## config.mk

```make
export PLATFORM = sky130hd
export DESIGN_NAME = bfm_ctrl
export DESIGN_NICKNAME = d
export VERILOG_FILES = /design/src/rtl/bfm_pkg.sv /design/src/rtl/bfm_ctrl.sv
export SDC_FILE = /design/constraint.sdc
export NUM_CORES = 1
export LEC_CHECK = 0
export BUFFER_PORTS_ARGS = -buffer_cell sky130_fd_sc_hd__buf_2
export CAP_MARGIN = 40
export CORE_AREA = 2 2 39 41
export CTS_BUF_LIST = sky130_fd_sc_hd__clkbuf_4
export CTS_CLUSTER_SIZE = 12
export DETAILED_ROUTE_END_ITERATION = 8
export DIE_AREA = 0 0 41 43
export PLACE_DENSITY = 0.53
export SLEW_MARGIN = 20
export SYNTH_ARGS = -nofsm -noshare
export SYNTH_HDL_FRONTEND = slang
export SYNTH_SLANG_ARGS = --single-unit
```

## constraint.sdc

```tcl
create_clock -name clk -period 1.5 [get_ports clk]
set_input_delay 0.45 -clock clk [delete_from_list [all_inputs] [get_ports clk]]
set_output_delay 0.45 -clock clk [all_outputs]
set_load 0.01 [all_outputs]
```

## src/rtl/bfm_pkg.sv

```systemverilog
`timescale 1ns / 1ps
`default_nettype none
// ----------------------------------------------------------------------------
// bfm_pkg: shared types and constants of the Bloom filter membership block
// Field widths, register indexes, the controller state encoding, the command
// and status groups between controller and datapath, and the remainder step.
// ----------------------------------------------------------------------------
package bfm_pkg;

	// Field and register widths.
	localparam int HASH_W      = 32;
	localparam int NHASH_W     = 5;
	localparam int NBITS_W     = 17;
	localparam int CFG_IDX_W   = 1;
	localparam int CFG_DATA_W  = 17;
	localparam int S_TDATA_W   = 64;
	localparam int S_TUSER_W   = 2;
	localparam int M_TDATA_W   = 8;

	// Remainder unit: two dividend bits per cycle over a 32-bit word.
	localparam int MOD_STEPS   = 16;
	localparam int MOD_CNT_W   = 5;
	localparam int MIN_BITS    = 8;

	// Register indexes.
	localparam logic [CFG_IDX_W-1:0] CFG_NUM_HASHES = 1'b0;
	localparam logic [CFG_IDX_W-1:0] CFG_NUM_BITS   = 1'b1;

	// Reset values of the registers.
	localparam logic [NHASH_W-1:0] NUM_HASHES_RST = 5'd7;
	localparam logic [NBITS_W-1:0] NUM_BITS_RST   = 17'd65536;

	// Operation codes.
	localparam logic OP_ADD   = 1'b0;
	localparam logic OP_CHECK = 1'b1;

	typedef enum logic [2:0] {
		ST_CLEAR,
		ST_IDLE,
		ST_MOD,
		ST_PREP,
		ST_PROBE,
		ST_DRAIN,
		ST_DONE
	} state_t;

	// Commands from the controller to the datapath.
	typedef struct packed {
		logic clear_en;
		logic load;
		logic mod_step;
		logic prep;
		logic probe_step;
		logic finish;
	} cmd_t;

	// Status from the datapath to the controller.
	typedef struct packed {
		logic clear_done;
		logic no_probes;
		logic mod_done;
		logic probe_last;
		logic out_free;
	} status_t;

	// One restoring remainder step: shift in one dividend bit, subtract the
	// modulus once if the partial remainder reached it.
	function automatic logic [NBITS_W-1:0] rem_step(input logic [NBITS_W-1:0] r,
			input logic b, input logic [NBITS_W-1:0] m);
		logic [NBITS_W:0] t;
		t = {r, b};
		if (t >= {1'b0, m}) begin
			t = t - {1'b0, m};
		end
		return t[NBITS_W-1:0];
	endfunction

endpackage
`default_nettype wire

```

## src/rtl/bfm_ctrl.sv

```systemverilog
`timescale 1ns / 1ps
`default_nettype none
// ----------------------------------------------------------------------------
// bfm_ctrl: sequencer of the Bloom filter membership block
// Walks the clearing pass after reset and, per request, the remainder and
// probe phases, skipped when no probe is due, and the hand-off to the output stage.
// ----------------------------------------------------------------------------
module bfm_ctrl (
	input  wire              clk,
	input  wire              arst_n,
	input  wire              in_valid,
	output logic             in_ready,
	input  bfm_pkg::status_t sts,
	output bfm_pkg::cmd_t    cmd
);
	import bfm_pkg::*;

	state_t state_q;
	state_t state_d;

	// State register.
	always_ff @(posedge clk or negedge arst_n) begin
		if (!arst_n) begin
			state_q <= ST_CLEAR;
		end else begin
			state_q <= state_d;
		end
	end

	// Next state and commands.
	always_comb begin
		state_d  = state_q;
		cmd      = '0;
		in_ready = 1'b0;
		unique case (state_q)
			ST_CLEAR: begin
				cmd.clear_en = 1'b1;
				if (sts.clear_done) begin
					state_d = ST_IDLE;
				end
			end
			ST_IDLE: begin
				in_ready = 1'b1;
				if (in_valid) begin
					cmd.load = 1'b1;
					state_d  = sts.no_probes ? ST_DONE : ST_MOD;
				end
			end
			ST_MOD: begin
				cmd.mod_step = 1'b1;
				if (sts.mod_done) begin
					state_d = ST_PREP;
				end
			end
			ST_PREP: begin
				cmd.prep = 1'b1;
				state_d  = ST_PROBE;
			end
			ST_PROBE: begin
				cmd.probe_step = 1'b1;
				if (sts.probe_last) begin
					state_d = ST_DRAIN;
				end
			end
			ST_DRAIN: begin
				state_d = ST_DONE;
			end
			ST_DONE: begin
				if (sts.out_free) begin
					cmd.finish = 1'b1;
					state_d    = ST_IDLE;
				end
			end
			default: begin
				state_d = ST_IDLE;
			end
		endcase
	end

endmodule
`default_nettype wire

```

After elaboration in Yosys (flattened, before gate mapping)
Cells that the tools add are included.
- register bits after elaboration: 3
- input port bits: 8
- output and inout port bits: 7
- logic and storage cells: 30
- equality and inequality tests: 11
- multiplexer cells: 16
- reductions and logical operators: 2
- operators by type and width (kind ; number):
    one-hot mux 3 bit (7 select lines) ; 1
    two-way mux 3 bit ; 6
    != test 2 bit (second input constant) ; 5
    == test 3 bit (second input constant) ; 3
    two-way mux 1 bit ; 9
    == test 3 x 2 -> 1 bit (second input constant) ; 2
    AND reduction 5 bit ; 1
    == test 3 x 1 -> 1 bit (second input constant) ; 1
    logical NOT 3 bit ; 1

Longest topological paths before layout
Gate-level depths: netlist of the first run.
- depth in word-level cells: 3
- depth in mapped cells: 4
- gate-level depth less buffers: 3

Worst setup path after synthesis of the first run
No wires, ideal clock.
- path kind: reg-to-output
- start: register state_q[2]
- end: output port cmd[4] (netlist name)
- data arrival time: 1.068 ns
- required time: 1.050 ns
- path slack: -0.018 ns
- stages on the path, launching flop included: 4
- path buffers: 1
- cells stage by stage: dfrtp_1 -> buf_6 -> nor3b_1 -> and2_1
- RTL lines (element ; RTL line ; text):
    from (decl) ; bfm_ctrl.sv:18 ; state_t state_q;
    from (signal assigned) ; bfm_ctrl.sv:26 ; state_q <= state_d;
    to (decl) ; bfm_ctrl.sv:14 ; output bfm_pkg::cmd_t cmd

==> reports/qor.yml, run 1 <==
outcome:
  outcome: "finished, violations left"
  violations: "setup timing"
cells_and_area:
  final_common_cell: "buf_2"
  nNetsFinal: 62
  antennaDiodeCount: 0
  multi_input_area_um2: 154
  largest_reg_flops: 3
  top_register: "state_q"
  syn2layout_area_growth_pct: 69.7
  register_area_um2: 78.8
  layout-drive-gt1-share_pct: 60.4
  final_cell_mix: "14 x buf_2, 7 x buf_4, 4 x clkbuf_4"
  finish.instance_area_um2: 420
  reg_top3: "state_q x3"
  nFillCells: 151
power:
  p_leak_nw: 0.224
  power.density_nw_per_um2: 2200
  max-vdd-ir-drop_v: 0.000439
clocking:
  cts_tree: "built"
  htreeDepth: 1
  hold_buffers: 0
  clockBufferDepth: 2
  path_clk_slew_ps: 40
  clock-sinks: 3
  worstSkewPairLatency_ps: 230
  numCtsBuffers: 3
  root_buffer: "clkbuf_4"
timing:
  skew_ps: 2.06
  finalSetupTns_ps: -164
  rsz0062_at_grt: "true"
  hold_ws_ps: 9.61
  slew_headroom_pct: 84.8
  slew_viol_final: 0
  tightestPinTransition_ps: 228
  max_freq_mhz: 639
  layout_worst_path_cycle_share_pct: 104
  final-setup-viol-count: 4
  finalCriticalPeriod_ps: 1570
  hold_violations: 0
  worst_slack_ps: -66.0
floorplan:
  initial_core_util_pct: 17.9
  rows: 14
  die_w_um: 41
  boundaryPins: 15
  coreArea_um2: 1380
  dieArea_um2: 1760
  die_y_um: 43
global_routing:
  grt_max_degree: 8
  grtUsageTotal_pct: 10.1
  grt_pass1_vias: 302
  grt_pass1_wl_um: 1120
  antenna_found_initial: 0
  grt-ovfl-total: 0
synth:
  synth.distinct_cells: 21
  syn-num-nets: 38
  synth_area_um2: 248
  yosys_warnings: 0
  ys_seq_area_share_pct: 30.3
  netlist_instances: 30
  synth-seq-cells: 3
  postSynthAreaPerCell_um2: 8.26
setup_path:
  path_max_fanout: 7
  crit_arrival_ps: 1120
  crit_type: "flop to primary output"
  endpoint_kind: "primary output"
  r2r_setup_slack_ps: 260
  cp-start-kind: "flop"
  cp.required_ps: 1050
placed_design:
  dp_hpwl_um: 472
  gp_congestion: 0.638
  post-place-ws_ps: 89.0
  dpl_cell_area_um2: 330
  io_buffers: 14
drt:
  ant_nets: 0
  vias: 285
  viasPerCell: 4.13
  routed_wl_um: 708
  drt_iter0_markers: 2
  drc: 0
  wl_per_cell_um: 10.3
  first_pass_iters: 2
worst_hold_path:
  hp-class: "input pin to asynchronous set/reset pin"
job:
  maxCapViolations: 0
[through the flow]
stage / instances / power, W / util, %
after floorplan: 30 / 0.000513 / -
after global placement: 59 / 0.000595 / 23.9
after detailed placement: 59 / 0.000599 / 23.9
after CTS: 69 / 0.000913 / 30.1
after global routing: 69 / 0.00101 / 30.4
final: 69 / 0.000925 / 30.4
[routing by layer]
layer / global-route usage [%] / up-vias / wire length (um)
li1: - / 151 / -
met1: 9.65 / 126 / 266
met2: 15.6 / 8 / 399
met3: 1.57 / 0 / 42
met4: 12.0 / 0 / 0
met5: 0 / - / 0
[where the power goes]
part / switching [W] / internal, W / total (W) / leakage [nW]
logic: 0.000239 / 0.000319 / 0.000558 / 0.173
registers: 0.0000757 / 0.000132 / 0.000208 / 0.0327
clock network: 0.0000409 / 0.000118 / 0.000158 / 0.0184
[worst paths after layout]
path,start,end,cells after the start
worst max-delay path,state_q[0],cmd[4],3
worst min-delay path,arst_n,state_q[0],1
worst max register to register,state_q[2],state_q[0],5
worst min register to register,state_q[0],state_q[2],3
max in group asynchronous,arst_n,state_q[1],1
min in group clk,sts[0],state_q[2],2
[timing repair]
item / in CTS / in global routing
setup endpoints to repair: 7 / 7
resized for setup: 4 / 1
setup buffers: 6 / 0
[kinds of logic (layout without fill, tap and decap cells)]
group                  count (synthesis)  count (layout)  synth area share (%)
AND/OR/NAND/NOR                       14              14                  30.8
AO/OA/AOI/OAI                          8               8                  22.2
buffers and inverters                  4              27                  12.6
flip-flops                             3               3                  30.3
multiplexers                           1               1                  4.04
[layout make-up]
class / instances / area share (%)
Timing Repair Buffer: 22 / 31.8
Multi-Input combinational cell: 23 / 36.6
Clock buffer: 4 / 7.14
Sequential cell: 3 / 18.8
Inverter: 1 / 0.893
Tap cell: 16 / 4.76
[critical path, stage by stage, from the launching register on]
cell	delay, ps
dfrtp_2	440
nor3b_2	170
and2_1	150
buf_2	130
[synthesized netlist by cell type (all sizes together)]
cell type,n,share of area [%]
mux2i,1,4.0
and3,1,2.5
a21o,1,3.0
o21ai,2,4.0
dfrtp,3,30
nand3,1,2.0
o22ai,1,2.5
and2b,1,3.0
nor2,3,4.5
a21oi,2,4.0
or2,1,2.5
nand2b,1,2.5
inv,1,1.5
nor3b,2,6.1
and2,1,2.5
nor3,1,2.0
buf,3,11
nand2,2,3.0
o221ai,1,3.5
a22oi,1,5.0
Note: power is estimated with default switching activity, not from simulation.
==> run 2: changes to the inputs <==
Settings changed: SKIP_CTS_REPAIR_TIMING set to 1.
Clock period 1.5 ns to 1.96 ns, I/O delays scaled along.
==> reports/qor.yml, run 2 (synthesis gave the netlist of run 1 again) <==
setup_path:
  crit_type: "flop to primary output"
  crit_arrival_ps: 1210  # +90 ps
  cp-start-kind: "flop"
  endpoint_kind: "primary output"
  ff2ff_path_depth: 3  # -2
  cp.required_ps: 1370  # +320 ps
  path_max_fanout: 12  # +5
global_routing:
  antenna_found_initial: 0  # unchanged
  grtUsageTotal_pct: 8.15  # -2.0 points
  grt-ovfl-total: 0  # unchanged
  grt_max_degree: 13  # +5
  grt_pass1_vias: 234  # -23%
  grt_pass1_wl_um: 924  # -17%
timing:
  slew_headroom_pct: 76.7  # -8.1 points
  max_freq_mhz: 555
  layout_worst_path_cycle_share_pct: 92.0
  finalSetupTns_ps: 0  # +164 ps
  finalCriticalPeriod_ps: 1800
  slew_viol_final: 0  # unchanged
  rsz0062_at_grt: "false"
  tightestPinTransition_ps: 349  # +121 ps
  worst_slack_ps: 158  # +224 ps
  hold_violations: 0  # unchanged
  skew_ps: 1.26  # -0.805 ps
  final-setup-viol-count: 0  # -4
power:
  p_leak_nw: 0.180  # -20%
  power.density_nw_per_um2: 1600  # -27%
  max-vdd-ir-drop_v: 0.000321  # -27%
placed_design:
  gp_congestion: 0.642  # +0.64%
  dp_hpwl_um: 416  # -12%
  dpl_cell_area_um2: 310  # -6.1%
  post-place-ws_ps: 371  # +282 ps
  io_buffers: 14  # unchanged
floorplan:
  die_y_um: 43  # unchanged
  boundaryPins: 15  # unchanged
  dieArea_um2: 1760  # unchanged
  die_w_um: 41  # unchanged
  coreArea_um2: 1380  # unchanged
  initial_core_util_pct: 17.9  # unchanged
  rows: 14  # unchanged
cells_and_area:
  nFillCells: 162  # +7.3%
  finish.instance_area_um2: 347  # -18%
  top_register: "state_q"
  largest_reg_flops: 3  # unchanged
  layout-drive-gt1-share_pct: 46.7  # -14 points
  reg_top3: "state_q x3"
  register_area_um2: 76.3  # -3.2%
  syn2layout_area_growth_pct: 39.9
  multi_input_area_um2: 146  # -4.9%
  final_common_cell: "buf_2"
  final_cell_mix: "14 x buf_2, 4 x clkbuf_4, 3 x nor2_1"
  antennaDiodeCount: 0  # unchanged
  nNetsFinal: 54  # -13%
clocking:
  htreeDepth: 1  # unchanged
  worstSkewPairLatency_ps: 230  # about the same
  path_clk_slew_ps: 40  # about the same
  numCtsBuffers: 3  # unchanged
  root_buffer: "clkbuf_4"
  clockBufferDepth: 2  # unchanged
  clock-sinks: 3  # unchanged
  cts_tree: "built"
drt:
  drt_iter0_markers: 3  # +1
  viasPerCell: 4.31  # +4.4%
  routed_wl_um: 573  # -19%
  drc: 0  # unchanged
  ant_nets: 0  # unchanged
  first_pass_iters: 4  # +2
  wl_per_cell_um: 9.39  # -8.5%
  vias: 263  # -7.7%
outcome:
  outcome: "completed"
worst_hold_path:
  hp-class: "input pin to asynchronous set/reset pin"
job:
  maxCapViolations: 0  # unchanged
[run 2: worst paths after layout]
kind	slack, ps	start	to
max	160	state_q[1]	cmd[4]
min	140	arst_n	state_q[1]
max reg2reg	810	state_q[2]	state_q[0]
min reg2reg	660	state_q[0]	state_q[2]
max in group asynchronous	1700	arst_n	state_q[0]
min in group clk	660	state_q[0]	state_q[2]
[run 2: power breakdown]
part / switching (W) / total, W / internal, W
clock network: 0.0000333 / 0.000123 / 0.0000902
logic: 0.000115 / 0.000244 / 0.000129
registers: 0.0000892 / 0.000186 / 0.0000965
[run 2: per-stage QoR]
step,hold WS (ps),power (W),std cells,util [%]
floorplan,292,0.000386,30,-
global placement,387,0.000421,57,22.4
detailed placement,385,0.000425,57,22.4
CTS,134,0.000555,61,24.6
global route,131,0.000609,61,25.0
finish,141,0.000553,61,25.0
[run 2: final cells by class]
| type | count | area share [%] |
|---|---|---|
| clock buffer | 4 | 8.66 |
| sequential | 3 | 22.0 |
| inverter | 1 | 1.08 |
| multi-input combinational | 23 | 42.2 |
| timing repair buffer | 14 | 20.2 |
| tap | 16 | 5.78 |
[run 2: critical path, cell delays in order (launching register included)]
cell and delay, ps:
dfrtp_1 490, nor3b_2 230, and2_1 140, buf_2 120
[run 2: layer usage]
| metal | vias to the layer above | track usage, % | part of all wire, % |
|---|---|---|---|
| met1 | 120 | 10.4 | 45 |
| li1 | 135 | - | - |
| met4 | 0 | 8.00 | 0 |
| met2 | 8 | 9.69 | 49 |
| met3 | 0 | 3.14 | 5.4 |
| met5 | - | 0 | 0 |
==> run 3: changes to the inputs <==
Settings changed: BUFFER_PORTS_ARGS -buffer_cell sky130_fd_sc_hd__buf_2 to not set, DONT_BUFFER_PORTS set to 1, PLACE_DENSITY 0.53 to 0.43.
==> reports/qor.yml, run 3 (synthesis gave the netlist of run 1 again) <==
placed_design:
  post-place-ws_ps: 396  # +24.7 ps
  gp_congestion: 0.712  # +11%
  dp_hpwl_um: 413  # -0.70%
  io_buffers: 0  # -14
power:
  max-vdd-ir-drop_v: 0.000479  # +49%
  finalPower_w: 0.000513  # -7.2%
  power.density_nw_per_um2: 1850  # +16%
  p_sw_w: 0.000228  # -3.8%
  p_clk_share_pct: 24.2  # +1.9 points
  swShare_pct: 44.5  # +1.6 points
  power.internal_w: 0.000285  # -9.8%
  pwr-share-comb_pct: 40.7  # -3.4 points
  pwr-share-seq_pct: 35.1  # +1.5 points
  p_leak_nw: 0.121  # -33%
clocking:
  cts_tree: "built"
  clock-sinks: 3  # unchanged
  htreeDepth: 1  # unchanged
  clockBufferDepth: 2  # unchanged
  worstSkewPairLatency_ps: 230  # about the same
  path_clk_slew_ps: 40  # about the same
  root_buffer: "clkbuf_4"
  numCtsBuffers: 3  # unchanged
setup_path:
  cp-start-kind: "flop"
  cp_cell_sequence: "nor3b_1 > and2_1"
  crit_type: "flop to primary output"
  crit_cells: 2  # -1
  critPathSlowestCell: "dfrtp_1"
  path_delay_family: "flip-flops"
  cp.required_ps: 1370  # about the same
  cp-endpoint: "cmd[4]"
  r2r_setup_slack_ps: 790  # -20 ps
  r2r_end: "state_q[0]"
  critPathBufInv: 0  # -1
  slowest_delay_ps: 490  # about the same
  worstSetupStartpoint: "state_q[1]"
  endpoint_kind: "primary output"
  crit_arrival_ps: 1220  # about the same
  r2r_start: "state_q[0]"
  path_max_fanout: 12  # unchanged
  ff2ff_path_depth: 3  # unchanged
timing:
  rsz0062_at_grt: "false"
  final-setup-viol-count: 0  # unchanged
  layout_worst_path_cycle_share_pct: 92.2  # +0.26 points
  finalCriticalPeriod_ps: 1810  # +5.18 ps
  finalSetupTns_ps: 0  # unchanged
  tightestPinTransition_ps: 396  # +46.5 ps
  skew_ps: 2.81  # +1.55 ps
  slew_viol_final: 0  # unchanged
  max_freq_mhz: 553  # -0.29%
  worst_slack_ps: 152  # -5.18 ps
  hold_violations: 0  # unchanged
  slew_headroom_pct: 73.6  # -3.2 points
floorplan:
  die_w_um: 41  # unchanged
  boundaryPins: 15  # unchanged
  die_y_um: 43  # unchanged
  initial_core_util_pct: 17.9  # unchanged
  coreArea_um2: 1380  # unchanged
  rows: 14  # unchanged
  dieArea_um2: 1760  # unchanged
global_routing:
  grt_pass1_vias: 203  # -13%
  grt_pass1_wl_um: 952  # +3.0%
  grt-ovfl-total: 0  # unchanged
  grt_max_degree: 13  # unchanged
  antenna_found_initial: 0  # unchanged
  grtUsageTotal_pct: 9.15  # +1.0 points
cells_and_area:
  top_register: "state_q"
  final_cell_mix: "4 x clkbuf_4, 3 x nor2_1, 3 x dfrtp_1"
  reg_top3: "state_q x3"
  antennaDiodeCount: 0  # unchanged
  layout-drive-gt1-share_pct: 18.8  # -28 points
  nNetsFinal: 41  # -24%
  syn2layout_area_growth_pct: 12.1
  final_common_cell: "clkbuf_4"
  largest_reg_flops: 3  # unchanged
drt:
  first_pass_iters: 4  # unchanged
  viasPerCell: 4.69  # +8.7%
  drc: 0  # unchanged
  wl_per_cell_um: 12.4  # +32%
  vias: 225  # -14%
  ant_nets: 0  # unchanged
  routed_wl_um: 595  # +3.8%
  drt_iter0_markers: 5  # +2
outcome:
  outcome: "completed"
worst_hold_path:
  hp-class: "input pin to asynchronous set/reset pin"
job:
  maxCapViolations: 0  # unchanged
==> run 3: area by class of cell <==
type | count | area, um^2
multi-input cells | 23 | 141
well taps | 16 | 20.0
fillers | 163 | 1110
clock buffers | 4 | 30.0
inverters | 1 | 3.75
repair buffers | 1 | 7.51
flip-flops and latches | 3 | 75.1
==> run 3: worst min-delay path by stage <==
stage	slack [ps]	endpoint	cells after the start	start
6_report	50	state_q[2]	0	arst_n
5_1_grt	30	state_q[0]	0	arst_n
4_1_cts	30	state_q[2]	0	arst_n
3_5_place_dp	290	state_q[0]	0	arst_n
3_3_place_gp	290	state_q[0]	0	arst_n
2_1_floorplan	290	state_q[0]	0	arst_n
==> run 3: routing by layer <==
layer | up-vias | GRT usage, % | wire, um
met5 | - | 0 | 0
met4 | 0 | 14.0 | 24
met3 | 2 | 3.14 | 67
met2 | 15 | 8.44 | 254
met1 | 100 | 11.9 | 249
li1 | 108 | - | -
==> run 3: worst register-to-register path, delay by kind of cell, from the launching register on <==
family	cells	cell delay (ps)
and+or+nand+nor	1	240
DFF	1	470
AOI/OAI and AO/OA	2	320
==> run 3: power groups by stage <==
stage	Combinational, W	Clock (W)	Sequential, W
floorplan	0.000276	0	0.000110
global placement	0.000208	0	0.000179
detailed placement	0.000210	0	0.000178
CTS	0.000211	0.000132	0.000178
global route	0.000235	0.000136	0.000194
finish	0.000209	0.000124	0.000180
==> run 3: stage by stage <==
| step | hold slack (ps) | utilization, % | std cells | area [um^2] |
|---|---|---|---|---|
| floorplan | 292 | - | 30 | 248 |
| global placement | 292 | 17.9 | 44 | 248 |
| detailed placement | 292 | 17.9 | 44 | 248 |
| CTS | 34.4 | 20.1 | 48 | 278 |
| global route | 29.4 | 20.1 | 48 | 278 |
| finish | 47.1 | 20.1 | 48 | 278 |
